$ cat config.mk
export PLATFORM = sky130hd
export DESIGN_NAME = adaa_fwr_ctrl
export DESIGN_NICKNAME = d
export VERILOG_FILES = /design/src/design/adaa_fwr_pkg.sv /design/src/design/adaa_fwr_ctrl.sv
export SDC_FILE = /design/constraint.sdc
export NUM_CORES = 1
export LEC_CHECK = 0
export BUFFER_PORTS_ARGS = -buffer_cell sky130_fd_sc_hd__buf_2
export CAP_MARGIN = 5
export CORE_AREA = 3 3 40 42
export CTS_BUF_LIST = sky130_fd_sc_hd__clkbuf_8
export DETAILED_ROUTE_END_ITERATION = 6
export DIE_AREA = 0 0 43 45
export HOLD_SLACK_MARGIN = 0.08
export PLACE_DENSITY_LB_ADDON = 0.12
export SLEW_MARGIN = 20
export SYNTH_ARGS = -nofsm -noshare
export SYNTH_HDL_FRONTEND = slang
export SYNTH_SLANG_ARGS = --single-unit
$ cat constraint.sdc
create_clock -name clk -period 1.6 [get_ports clk]
set_input_delay 0.16 -clock clk [delete_from_list [all_inputs] [get_ports clk]]
set_output_delay 0.16 -clock clk [all_outputs]
set_load 0.005 [all_outputs]
$ cat src/design/adaa_fwr_pkg.sv
// Shared types and constants of the anti-aliased full-wave rectifier.
package adaa_fwr_pkg;

    // Register field widths and fixed-point layout
    localparam int ALPHA_W    = 17;
    localparam int GAIN_W     = 17;
    localparam int LIMIT_W    = 23;
    localparam int CFG_DATA_W = 23;
    localparam int CFG_IDX_W  = 2;
    localparam int FRAC_BITS  = 16;

    // Unity in Q1.16 for the blend factor
    localparam logic [ALPHA_W-1:0] ALPHA_ONE = 17'd65536;

    // Register reset values
    localparam logic [ALPHA_W-1:0] ALPHA_RST = 17'd0;
    localparam logic [GAIN_W-1:0]  GAIN_RST  = 17'd65536;
    localparam logic               AA_RST    = 1'b1;
    localparam logic [LIMIT_W-1:0] LIMIT_RST = 23'd16;

    // Register indexes on the configuration port
    typedef enum logic [CFG_IDX_W-1:0] {
        REG_ALPHA = 2'd0,
        REG_GAIN  = 2'd1,
        REG_AA_ON = 2'd2,
        REG_LIMIT = 2'd3
    } cfg_reg_t;

    // Current register contents
    typedef struct packed {
        logic [ALPHA_W-1:0] alpha;
        logic [GAIN_W-1:0]  gain;
        logic               aa_on;
        logic [LIMIT_W-1:0] limit;
    } cfg_t;

    // Datapath operations
    typedef enum logic [3:0] {
        OP_NONE,
        OP_PREP,
        OP_SQ,
        OP_MAG,
        OP_DIV,
        OP_FIX,
        OP_MIX,
        OP_SUM,
        OP_GAIN,
        OP_OUT
    } dp_op_t;

    // Command from controller to datapath
    typedef struct packed {
        logic   load;
        dp_op_t op;
    } cmd_t;

endpackage

$ cat src/design/adaa_fwr_ctrl.sv
// Controller state machine: sequences one sample through the datapath.
module adaa_fwr_ctrl
    import adaa_fwr_pkg::*;
#(
    parameter int SAMPLE_BITS = 24
)
(
    input  logic clk,
    input  logic rst_n,
    input  logic in_valid,
    output logic in_stall,
    output logic out_valid,
    input  logic out_stall,
    input  logic use_quot,
    output cmd_t cmd
);

    localparam int CNT_W = $clog2(SAMPLE_BITS);

    typedef enum logic [3:0] {
        ST_IDLE,
        ST_PREP,
        ST_SQ,
        ST_MAG,
        ST_DIV,
        ST_FIX,
        ST_MIX,
        ST_SUM,
        ST_GAIN,
        ST_OUT
    } state_t;

    state_t           state_reg;
    state_t           state_next;
    logic [CNT_W-1:0] cnt_reg;
    logic [CNT_W-1:0] cnt_next;
    logic             out_valid_reg;
    logic             out_valid_next;
    logic             out_free;

    assign out_free = ~out_valid_reg | ~out_stall;

    // Next state, commands and handshake
    always_comb
    begin
        state_next     = state_reg;
        cnt_next       = cnt_reg;
        out_valid_next = out_valid_reg & out_stall;
        in_stall       = 1'b1;
        cmd.load       = 1'b0;
        cmd.op         = OP_NONE;
        case (state_reg)
            ST_IDLE:
            begin
                in_stall = 1'b0;
                if (in_valid)
                begin
                    cmd.load   = 1'b1;
                    state_next = ST_PREP;
                end
            end
            ST_PREP:
            begin
                cmd.op     = OP_PREP;
                state_next = use_quot ? ST_SQ : ST_MIX;
            end
            ST_SQ:
            begin
                cmd.op     = OP_SQ;
                state_next = ST_MAG;
            end
            ST_MAG:
            begin
                cmd.op     = OP_MAG;
                cnt_next   = '0;
                state_next = ST_DIV;
            end
            ST_DIV:
            begin
                cmd.op = OP_DIV;
                if (cnt_reg == CNT_W'(SAMPLE_BITS - 1))
                begin
                    state_next = ST_FIX;
                end
                else
                begin
                    cnt_next = cnt_reg + 1'b1;
                end
            end
            ST_FIX:
            begin
                cmd.op     = OP_FIX;
                state_next = ST_MIX;
            end
            ST_MIX:
            begin
                cmd.op     = OP_MIX;
                state_next = ST_SUM;
            end
            ST_SUM:
            begin
                cmd.op     = OP_SUM;
                state_next = ST_GAIN;
            end
            ST_GAIN:
            begin
                cmd.op     = OP_GAIN;
                state_next = ST_OUT;
            end
            ST_OUT:
            begin
                // Hand over the result once the output register is free
                if (out_free)
                begin
                    cmd.op         = OP_OUT;
                    out_valid_next = 1'b1;
                    in_stall       = 1'b0;
                    if (in_valid)
                    begin
                        cmd.load   = 1'b1;
                        state_next = ST_PREP;
                    end
                    else
                    begin
                        state_next = ST_IDLE;
                    end
                end
            end
            default:
            begin
                state_next = ST_IDLE;
            end
        endcase
    end

    always_ff @(posedge clk or negedge rst_n)
    begin
        if (!rst_n)
        begin
            state_reg     <= ST_IDLE;
            cnt_reg       <= '0;
            out_valid_reg <= 1'b0;
        end
        else
        begin
            state_reg     <= state_next;
            cnt_reg       <= cnt_next;
            out_valid_reg <= out_valid_next;
        end
    end

    assign out_valid = out_valid_reg;

endmodule

==> results.ini <==
[route]
drtIter0Drc = 15
drc = 0
totalWireLength_um = 1170
via_count = 505
post_drt_wl_per_cell_um = 12.4
ant_nets = 0
firstDrtPassIters = 4
via_per_inst = 5.37

[logic_synthesis]
synth_edf_count = 0
synthCells = 62
post-synth-top-count-cell = dfrtp_1
synth_seq_area_share = 0.428
ys.flop_type = dfrtp_1
async_flop_share = 1.00
yosysWarnings = 0
synthTopCellsByArea = dfrtp_1, nand2_1, mux2i_1
syn_area_per_cell_sq_um = 9.42
yosys-top-cells-count = dfrtp_1, nand2_1, nand3_1, nor2_1
synth_cell_type_count = 31
netlist.area_leader.share = 0.428
syn-num-nets = 68
synth.largest_area_cell = dfrtp_1
ys_ff_latch = 10
syn_area_sq_um = 584

[pwr]
peakVddDrop_uv = 946
p_per_area_nw_per_um2 = 2020
leakage_uw = 0.000373

[clock_network]
cts_root_buf = clkbuf_8
cts_tree = done
numCtsBuffers = 3
clk_pin_slew_ns = 0.05
htree_levels = 1
clock_path_buffers = 2
clkLatencyLatePin_ns = 0.23
clkSinkCount = 10

[sta]
setup_slack_ns = 0.0800
fin_tns_setup_ns = 0
setup_viol = 0
relSlewSlack = 0.819
fmax_mhz = 658
period_share = 0.950
rsz0062_at_grt = false
maxSlewViolCount = 0
fin_skew_ns = 0.00119
hold_violations = 0
fin_crit_ns = 1.52
hold-worst-slack_ns = 0.235
tightest_slew_ns = 0.272

[floorplanning]
design.core.area_sq_um = 1280
die_x_um = 43
fp.dieH_um = 45
start_util = 0.455
dieArea_sq_um = 1940
io_pins = 12
rows = 13

[final_layout]
area.sequential_sq_um = 250
nFillCells = 117
drive_gt1_frac = 0.278
utilization = 0.582
n_antenna_cell = 0
areaGrowthSynthToFinish_pct = 28.1
largest_register_ffs = 5
final_nets = 86
multi_input_area_sq_um = 325
stdcell_count = 94

[worst_setup_path]
critical_path_class = register to register
r2r_slack_ns = 0.08
path_max_fanout = 4
critPathCaptureType = register
cp-start-kind = register
cp.arrival_ns = 1.68
cp.required_ns = 1.76

[grt]
grt_overflow = 0
grt.total_usage = 0.128
grt_max_degree = 15
antenna_found_initial = 0
grt_first_pass_wirelength_um = 1870
grt_pass1_vias = 424

[place]
portBuffers = 11
gp_congestion = 0.713
hpwl_um = 871
dp.cells = 89
place_ws_ns = 0.0199

[hold_path]
min_path_type = input port to register

[outcome]
run_status = completed

[run]
drv_cap = 0

metrics by stage:
stage / area (sq um) / power, uW
final: 748 / 1510
after global routing: 748 / 1630
after CTS: 737 / 1500
after detailed placement: 669 / 1170
after global placement: 669 / 1150
after floorplan: 584 / 949
path summary, 6_finish.rpt:
kind / from / end / cells after the start
setup / recovery: state_reg[0] / cnt_reg[4] / 3
hold reg to reg: cnt_reg[0] / cnt_reg[0] / 1
min in group asynchronous: rst_n / cnt_reg[2] / 2
hold / removal: out_stall / out_valid / 3
max in group asynchronous: rst_n / state_reg[1] / 2
setup reg to reg: state_reg[0] / cnt_reg[4] / 3
placed cells by master, fill, tap and decap left out, drive strengths merged, types with 2 or more instances in the layout:
| master | n |
|---|---|
| clkbuf | 4 |
| mux2i | 3 |
| a21boi | 2 |
| o21ai | 3 |
| nor2 | 4 |
| nor2b | 2 |
| dfrtp | 10 |
| nand2b | 2 |
| nand2 | 9 |
| nand3 | 5 |
| buf | 15 |
cell type report:
| class | count | area share |
|---|---|---|
| tap | 15 | 0.0251 |
| inverter | 1 | 0.00502 |
| multi-input combinational | 48 | 0.435 |
| sequential | 10 | 0.334 |
| timing repair buffer | 16 | 0.127 |
| clock buffer | 4 | 0.0736 |
critical path, cell delays in order (launching register included):
cell,delay [ns]
dfrtp_1,0.41
or4b_4,0.54
or3_1,0.36
a21boi_1,0.14
report_power, final:
part / switching (uW) / internal [uW]
clock: 96.9 / 216
combinational: 384 / 369
sequential: 83.2 / 359
total: 564 / 944
timing repair:
action,in CTS,in global routing
buffers inserted,0,0
endpoints found under the setup margin,2,4
gates cloned,0,0
hold buffers,1,0
gates resized for setup,1,2
pin swaps,0,0
hold endpoints to repair,10,0
metal layers:
layer	GRT usage	routed length, um	vias to the layer above
met5	0	0	-
met4	0.0181	0	0
met3	0.0478	52	0
met2	0.192	560	8
met1	0.183	555	238
li1	-	-	259
cells by family (layout without fill, tap and decap cells):
family / after synthesis / count (layout) / synth area share
compound gates: 14 / 14 / 0.171
fa+ha+maj: 1 / 1 / 0.0214
xor+xnor: 1 / 1 / 0.0150
flops: 10 / 10 / 0.428
simple gates: 29 / 29 / 0.274
buf+inv: 4 / 21 / 0.0385
mux: 3 / 3 / 0.0514
Note: power is estimated with default switching activity, not from simulation.
