===== src/design/adaa_fwr_pkg.sv =====
// Shared types and constants of the anti-aliased full-wave rectifier.
package adaa_fwr_pkg;

    // Register field widths and fixed-point layout
    localparam int ALPHA_W    = 17;
    localparam int GAIN_W     = 17;
    localparam int LIMIT_W    = 23;
    localparam int CFG_DATA_W = 23;
    localparam int CFG_IDX_W  = 2;
    localparam int FRAC_BITS  = 16;

    // Unity in Q1.16 for the blend factor
    localparam logic [ALPHA_W-1:0] ALPHA_ONE = 17'd65536;

    // Register reset values
    localparam logic [ALPHA_W-1:0] ALPHA_RST = 17'd0;
    localparam logic [GAIN_W-1:0]  GAIN_RST  = 17'd65536;
    localparam logic               AA_RST    = 1'b1;
    localparam logic [LIMIT_W-1:0] LIMIT_RST = 23'd16;

    // Register indexes on the configuration port
    typedef enum logic [CFG_IDX_W-1:0] {
        REG_ALPHA = 2'd0,
        REG_GAIN  = 2'd1,
        REG_AA_ON = 2'd2,
        REG_LIMIT = 2'd3
    } cfg_reg_t;

    // Current register contents
    typedef struct packed {
        logic [ALPHA_W-1:0] alpha;
        logic [GAIN_W-1:0]  gain;
        logic               aa_on;
        logic [LIMIT_W-1:0] limit;
    } cfg_t;

    // Datapath operations
    typedef enum logic [3:0] {
        OP_NONE,
        OP_PREP,
        OP_SQ,
        OP_MAG,
        OP_DIV,
        OP_FIX,
        OP_MIX,
        OP_SUM,
        OP_GAIN,
        OP_OUT
    } dp_op_t;

    // Command from controller to datapath
    typedef struct packed {
        logic   load;
        dp_op_t op;
    } cmd_t;

endpackage


===== src/design/adaa_fwr_cfg.sv =====
// Configuration register bank of the anti-aliased full-wave rectifier.
module adaa_fwr_cfg
    import adaa_fwr_pkg::*;
(
    input  logic                  clk,
    input  logic                  rst_n,
    input  logic                  cfg_wr_en,
    input  logic [CFG_IDX_W-1:0]  cfg_index,
    input  logic [CFG_DATA_W-1:0] cfg_data,
    output cfg_t                  cfg
);

    cfg_t cfg_reg;
    cfg_t cfg_next;

    // Decode the write and keep only the bits each register holds
    always_comb
    begin
        cfg_next = cfg_reg;
        if (cfg_wr_en)
        begin
            case (cfg_reg_t'(cfg_index))
                REG_ALPHA: cfg_next.alpha = cfg_data[ALPHA_W-1:0];
                REG_GAIN:  cfg_next.gain  = cfg_data[GAIN_W-1:0];
                REG_AA_ON: cfg_next.aa_on = cfg_data[0];
                REG_LIMIT: cfg_next.limit = cfg_data[LIMIT_W-1:0];
                default:   cfg_next = cfg_reg;
            endcase
        end
    end

    always_ff @(posedge clk or negedge rst_n)
    begin
        if (!rst_n)
        begin
            cfg_reg.alpha <= ALPHA_RST;
            cfg_reg.gain  <= GAIN_RST;
            cfg_reg.aa_on <= AA_RST;
            cfg_reg.limit <= LIMIT_RST;
        end
        else
        begin
            cfg_reg <= cfg_next;
        end
    end

    assign cfg = cfg_reg;

endmodule


===== config.mk =====
export PLATFORM = sky130hd
export DESIGN_NAME = adaa_fwr_cfg
export DESIGN_NICKNAME = d
export VERILOG_FILES = /design/src/design/adaa_fwr_pkg.sv /design/src/design/adaa_fwr_cfg.sv
export SDC_FILE = /design/constraint.sdc
export NUM_CORES = 1
export LEC_CHECK = 0
export ABC_AREA = 1
export BUFFER_PORTS_ARGS = -buffer_cell sky130_fd_sc_hd__buf_4
export CAP_MARGIN = 0
export CORE_MARGIN = 3
export CORE_UTILIZATION = 41
export CTS_CLUSTER_SIZE = 10
export DETAILED_ROUTE_END_ITERATION = 16
export GPL_TIMING_DRIVEN = 0
export PLACE_DENSITY = 0.65
export SYNTH_ARGS = -nofsm -noshare
export SYNTH_HDL_FRONTEND = slang
export SYNTH_SLANG_ARGS = --single-unit

===== constraint.sdc =====
create_clock -name clk -period 1.8 [get_ports clk]
set_input_delay 0 -clock clk [delete_from_list [all_inputs] [get_ports clk]]
set_output_delay 0 -clock clk [all_outputs]
set_load 0.05 [all_outputs]

==> summary.txt, run 1 <==
Placed design
  • Post-Place Cells: between 400 and 500
  • Place WS: 0.932 ns
  • Placed cell area: between 3000 and 4000 um2
  • Gpl congestion: roughly 0.80
  • Number of buffers added on ports: 82
  • DPL Wire Length: roughly 4.7 mm

Drt
  • Initial DRC count: 136
  • ANT nets after route: 0
  • WL/cell: 15.3 um
  • WL final: 6.97 mm
  • DR pass1 iterations: 4
  • Drt via density: 5.11
  • Drt drc: 0
  • Vias: 2324

Clock network
  • # H-tree levels: 3
  • Clock Tree Root: clkbuf_8
  • TritonCTS Buffers: 9
  • CTS tree: built
  • Sink Count: 58
  • Clock Tree Buf Depth: 2
  • Latest clock arrival within the worst-skew pair: 0.33 ns
  • Post-CTS Setup Inserts: 0
  • Clock slew at reported path FFs: approximately 0.07 ns

Cells and area
  • Share of cells above drive strength 1: 0.326
  • Syn-to-layout area delta: 46.6%
  • Layout net count: 406
  • Final Non-Filler Cells: 455
  • Finished Cell Area: 3580 um2
  • Antenna diode count: 0
  • Fillers: 486
  • Max reg flops: 58
  • Final core occ: 0.635

STA
  • Setup-failing EPs final: 0
  • RSZ-0062 raised after global routing: no
  • Slew Viols, Final: 0
  • Final Hold Vio Count: 0
  • Clock Skews: 0 ns
  • Max-slew headroom: 0.513
  • Post-Route Setup TNS: 0 ns
  • Least-Margin Pin Slew: 0.730 ns
  • Min Hold Slack: 0.0341 ns
  • Final worst setup slack: between 0.7 and 0.8 ns
  • Achievable Freq: 910 MHz
  • Final period utilization: 0.611
  • Minimum clock period: 1.10 ns

Die
  • Core Rows: 27
  • Initial core utilization: 0.433
  • Die ar.: 6920 um2
  • Die H: approximately 83 um
  • I/O Pins: between 80 and 90
  • Die Wd: 83.2 um
  • Core box area: approximately 5600 um2

Logic synthesis
  • Yosys reg bits: 58
  • Synth cell types: 14
  • Syn. warnings: 0
  • Sequential area share after synthesis: 0.596
  • Share of the synthesized area in the top cell type: 0.564
  • Syn avg cell area: 9.39 um2
  • Syn_nets: 288
  • Yosys top cell by area: dfrtp_1
  • Post-synthesis cell count: 260
  • Area contributors post-synth: dfrtp_1, nand2_1, nand4_1, nand3_1, dfstp_2
  • Mapped cell area: 2440 um2

Outcome
  • Outcome: completed

GRT
  • Initial antenna violation count: 0
  • Number of global-route vias before repair: 2275
  • Total congestion overflow: 0
  • Largest net degree at the start of global routing: between 50 and 60
  • First-pass GRT wire length: 11.7 mm
  • GRT Total Usage: 0.214

Pwr
  • Switch share: 0.398
  • Pwr Density: 1200 nW/um2
  • Flop pwr share: 0.383
  • Pint: 2.58 mW
  • Total chip power: 4.29 mW
  • Psw: ~1.7 mW
  • Logic pwr share: 0.358
  • IR drop worst, VDD: roughly 0.6 mV
  • P_leak: 1.94 nW
  • Clock share of power: 0.259

Run
  • Max-Cap Viols: 0

Setup path
  • Worst EP arrival: 1.33 ns
  • Worst-path fanout max: 10
  • Crit Path Category: in -> reg
  • Startpoint Class: input port
  • CP Capture Type: register
  • Worst EP required: 2.03 ns

Worst hold path
  • Hold Crit Class: in -> reg
==> final cells by class <==
type | instances | area [um2] | area share
Buffer | 21 | 139 | 0.0388
Multi-Input combinational cell | 179 | 841 | 0.235
Timing Repair Buffer | 107 | 866 | 0.242
Sequential cell | 58 | 1460 | 0.406
Inverter | 2 | 7.51 | 0.00210
Clock buffer | 14 | 173 | 0.0482
Tap cell | 72 | 90.1 | 0.0252
Clock inverter | 2 | 10.0 | 0.00280
==> cell families (layout without fill, tap and decap cells) <==
family        count (synthesis)  after routing  synth area share
buf+inv                      23            146            0.0599
flops                        58             58             0.596
simple gates                179            179             0.344
==> routing by layer <==
layer | vias up | track usage | part of all wire
met5 | - | 0 | 0
met4 | 0 | 0.0832 | 0.016
met3 | 9 | 0.0526 | 0.068
met2 | 91 | 0.335 | 0.48
met1 | 1118 | 0.287 | 0.44
li1 | 1106 | - | -
==> worst max-delay path, stage by stage <==
cell and delay, ns:
dlygate4sd3_1 0.55, buf_6 0.16, inv_2 0.17, nand3_4 0.17, buf_6 0.18, nand2_1 0.06
nand2_1 0.04
==> timing repair <==
| item | 4_1_cts | 5_1_grt |
|---|---|---|
| gates resized for setup | 0 | 0 |
| endpoints found under the hold margin | 113 | 0 |
| hold buffers | 25 | 0 |
| endpoints found under the setup margin | 0 | 0 |
==> cell usage in the layout, fill, tap and decap left out, types with 2 or more instances in the layout <==
cell and instances:
nand4_1 41, buf_2 12, dfrtp_1 55, clkbuf_8 12, nand2_1 116, nand3_1 18, dlygate4sd3_1 25, dfstp_2 3
buf_4 88, clkinv_2 2, buf_6 3, clkbuf_1 2
==> Yosys cell counts, drive strengths merged <==
cell	number
buf	21
nor2	1
nand2	117
nand4	41
inv	2
nand3	20
dfstp	3
dfrtp	55
==> power groups by stage <==
| stage | combinational [mW] | clock [mW] | sequential (mW) |
|---|---|---|---|
| 2_1_floorplan | 0.252 | 0 | 2.39 |
| 3_3_place_gp | 1.49 | 0 | 1.66 |
| 3_5_place_dp | 1.50 | 0 | 1.66 |
| 4_1_cts | 1.55 | 1.13 | 1.64 |
| 5_1_grt | 1.62 | 1.20 | 1.67 |
| 6_report | 1.54 | 1.11 | 1.64 |
==> path summary, 6_finish.rpt <==
check | slack (ns) | from | cells past startpoint | endpoint
worst max register to register | 1.09 | cfg[4] | 2 | cfg[4]
min in group asynchronous | 0.27 | rst_n | 2 | cfg[37]
worst min-delay path | 0.03 | cfg_index[0] | 4 | cfg[23]
max in group asynchronous | 1.05 | rst_n | 2 | cfg[22]
worst min register to register | 0.47 | cfg[40] | 2 | cfg[40]
worst max-delay path | 0.70 | cfg_index[1] | 7 | cfg[33]
Power figures use the tool's default switching activity.
==> inputs of run 2 (changes only) <==
--- a/config.mk
+++ b/config.mk
@@ -13,7 +13,7 @@
 export CTS_CLUSTER_SIZE = 10
 export DETAILED_ROUTE_END_ITERATION = 16
 export GPL_TIMING_DRIVEN = 0
-export PLACE_DENSITY = 0.65
+export PLACE_DENSITY = 0.67
 export SYNTH_ARGS = -nofsm -noshare
 export SYNTH_HDL_FRONTEND = slang
 export SYNTH_SLANG_ARGS = --single-unit
==> constraint.sdc (replaced) <==
create_clock -name clk -period 0.9 [get_ports clk]
set_input_delay 0 -clock clk [delete_from_list [all_inputs] [get_ports clk]]
set_output_delay 0 -clock clk [all_outputs]
set_load 0.05 [all_outputs]
==> summary.txt, run 2 (same netlist as run 1, synthesis figures left out) <==
Drt
  • ANT nets after route: 0
  • WL final: 7.50 mm
  • Initial DRC count: approximately 140
  • DR pass1 iterations: 5
  • Drt drc: 0
  • WL/cell: roughly 16 um
  • Vias: 2393
  • Drt via density: 5.02

Cells and area
  • Fillers: about 430
  • Antenna diode count: 0
  • Multi-input logic area: ~840 um2
  • Leading cell types in the layout, fill and taps excluded: nand2_1, buf_6, dfrtp_1, buf_4, nand4_1
  • Most common cell after layout, fill and taps aside: nand2_1
  • Sequential cell area: 1460 um2
  • Share of cells above drive strength 1: 0.368
  • Syn-to-layout area delta: 63.8%
  • Layout net count: 428
  • Max reg flops: between 50 and 60

GRT
  • First-pass GRT wire length: roughly 12 mm
  • Largest net degree at the start of global routing: ~60
  • Total congestion overflow: 0
  • GRT Total Usage: 0.219
  • Number of global-route vias before repair: 2332
  • Initial antenna violation count: 0

Clock network
  • Clock Tree Buf Depth: 2
  • Clock slew at reported path FFs: 0.07 ns
  • # H-tree levels: 3
  • Latest clock arrival within the worst-skew pair: 0.33 ns
  • Clock Tree Root: clkbuf_8
  • CTS tree: built
  • TritonCTS Buffers: 9
  • Sink Count: just under 60

STA
  • Slew Viols, Final: 0
  • Post-Route Setup TNS: -0.400 ns
  • Min Hold Slack: -0.00229 ns
  • RSZ-0062 raised after global routing: yes
  • Clock Skews: 0 ns
  • Minimum clock period: 1.04 ns
  • Setup-failing EPs final: 5
  • Least-Margin Pin Slew: ~0.53 ns
  • Final worst setup slack: -0.138 ns
  • Achievable Freq: 963 MHz
  • Max-slew headroom: 0.645
  • Final period utilization: 1.15
  • Final Hold Vio Count: 1

Setup path
  • Worst EP arrival: about 1.0 ns
  • Slowest cell on the critical path: dfstp_2
  • Worst-path fanout max: 2
  • Worst EP required: ~0.90 ns
  • CP top delay family: flip-flops
  • Worst path bufs/invs: 1
  • CP Capture Type: output pin
  • Startpoint Class: register
  • Max stage delay on crit path: 0.56 ns
  • Crit Path Category: reg -> out
  • Worst path cell trace: buf_8

Run
  • Max-Cap Viols: 0

Die
  • Die Wd: 83.2 um
  • Die ar.: 6920 um2
  • Core box area: 5640 um2
  • Die H: 83.2 um
  • Core Rows: 27
  • Initial core utilization: 0.433
  • I/O Pins: 86

Pwr
  • Total chip power: 9.42 mW
  • IR drop worst, VDD: between 1 and 1.5 mV
  • Pwr Density: 2360 nW/um2
  • P_leak: about 2.1 nW

Placed design
  • Number of buffers added on ports: 82
  • DPL Wire Length: 4.65 mm
  • Gpl congestion: 0.747

Outcome
  • Failing checks: negative hold slack, negative setup slack
  • Outcome: complete, but fails checks

Worst hold path
  • Hold Crit Class: in -> reg
==> run 2: cell types whose count changed in the layout (fill, tap and decap cells not counted) <==
cell,previous run,this run
bufinv_16,0,1
clkbuf_1,2,0
clkinv_2,2,3
clkbuf_8,12,11
buf_4,88,51
buf_8,0,3
buf_6,3,59
clkinvlp_4,0,1
==> run 2: worst reg2reg max path: stages (launching register included) <==
cell and delay [ns]:
dfrtp_1 0.40, buf_4 0.14, nand2_1 0.07, nand2_1 0.05
==> run 2: cell type report <==
type,instances,share of cell area
flip-flops and latches,58,0.364
well taps,72,0.0225
multi-input cells,179,0.210
repair buffers,129,0.316
clock buffers,11,0.0378
inverters,2,0.00188
clock inverters,5,0.0131
plain buffers,21,0.0347
==> run 2: stage by stage <==
step                      hold slack (ns)  std cells  cell area [um2]   util  worst slack (ns)
final                            -0.00229        477             4000  0.709            -0.138
after global routing               0.0148        477             4000  0.709            -0.169
after CTS                         0.00258        458             3850  0.683            -0.148
after detailed placement            0.106        414             3150  0.558            0.0277
after global placement              0.104        414             3150  0.558            0.0302
after floorplan                    -0.296        260             2440      -            0.0313
==> run 2: timing repair <==
item / 4_1_cts / 5_1_grt
gates cloned: 0 / 0
hold buffers: 26 / 0
endpoints found under the setup margin: 57 / 107
setup buffers: 2 / 20
gates resized for setup: 60 / 2
hold endpoints to repair: 113 / 0
==> run 2: path summary, 6_finish.rpt <==
kind                              startpoint  endpoint  slack [ns]  depth (start not counted)
worst max register to register       cfg[37]   cfg[37]        0.14                          3
worst max-delay path                 cfg[23]   cfg[23]       -0.14                          1
worst min-delay path            cfg_index[1]   cfg[53]      -0.002                          4
worst min register to register        cfg[4]    cfg[4]        0.48                          2
max in group asynchronous              rst_n    cfg[4]        0.31                          2
min in group asynchronous              rst_n   cfg[36]        0.21                          2
==> run 2: power by group <==
part	internal (mW)	total, mW	switching, mW
Clock	1.41	2.45	1.04
Combinational	1.37	3.60	2.23
Sequential	3.04	3.37	0.328
Total	5.82	9.42	3.60
==> run 2: metal layers <==
metal / wire length (um) / part of all wire / track usage
met5: 0 / 0 / 0
met4: 140 / 0.019 / 0.0892
met3: 400 / 0.053 / 0.0476
met2: 3630 / 0.48 / 0.349
met1: 3330 / 0.44 / 0.291
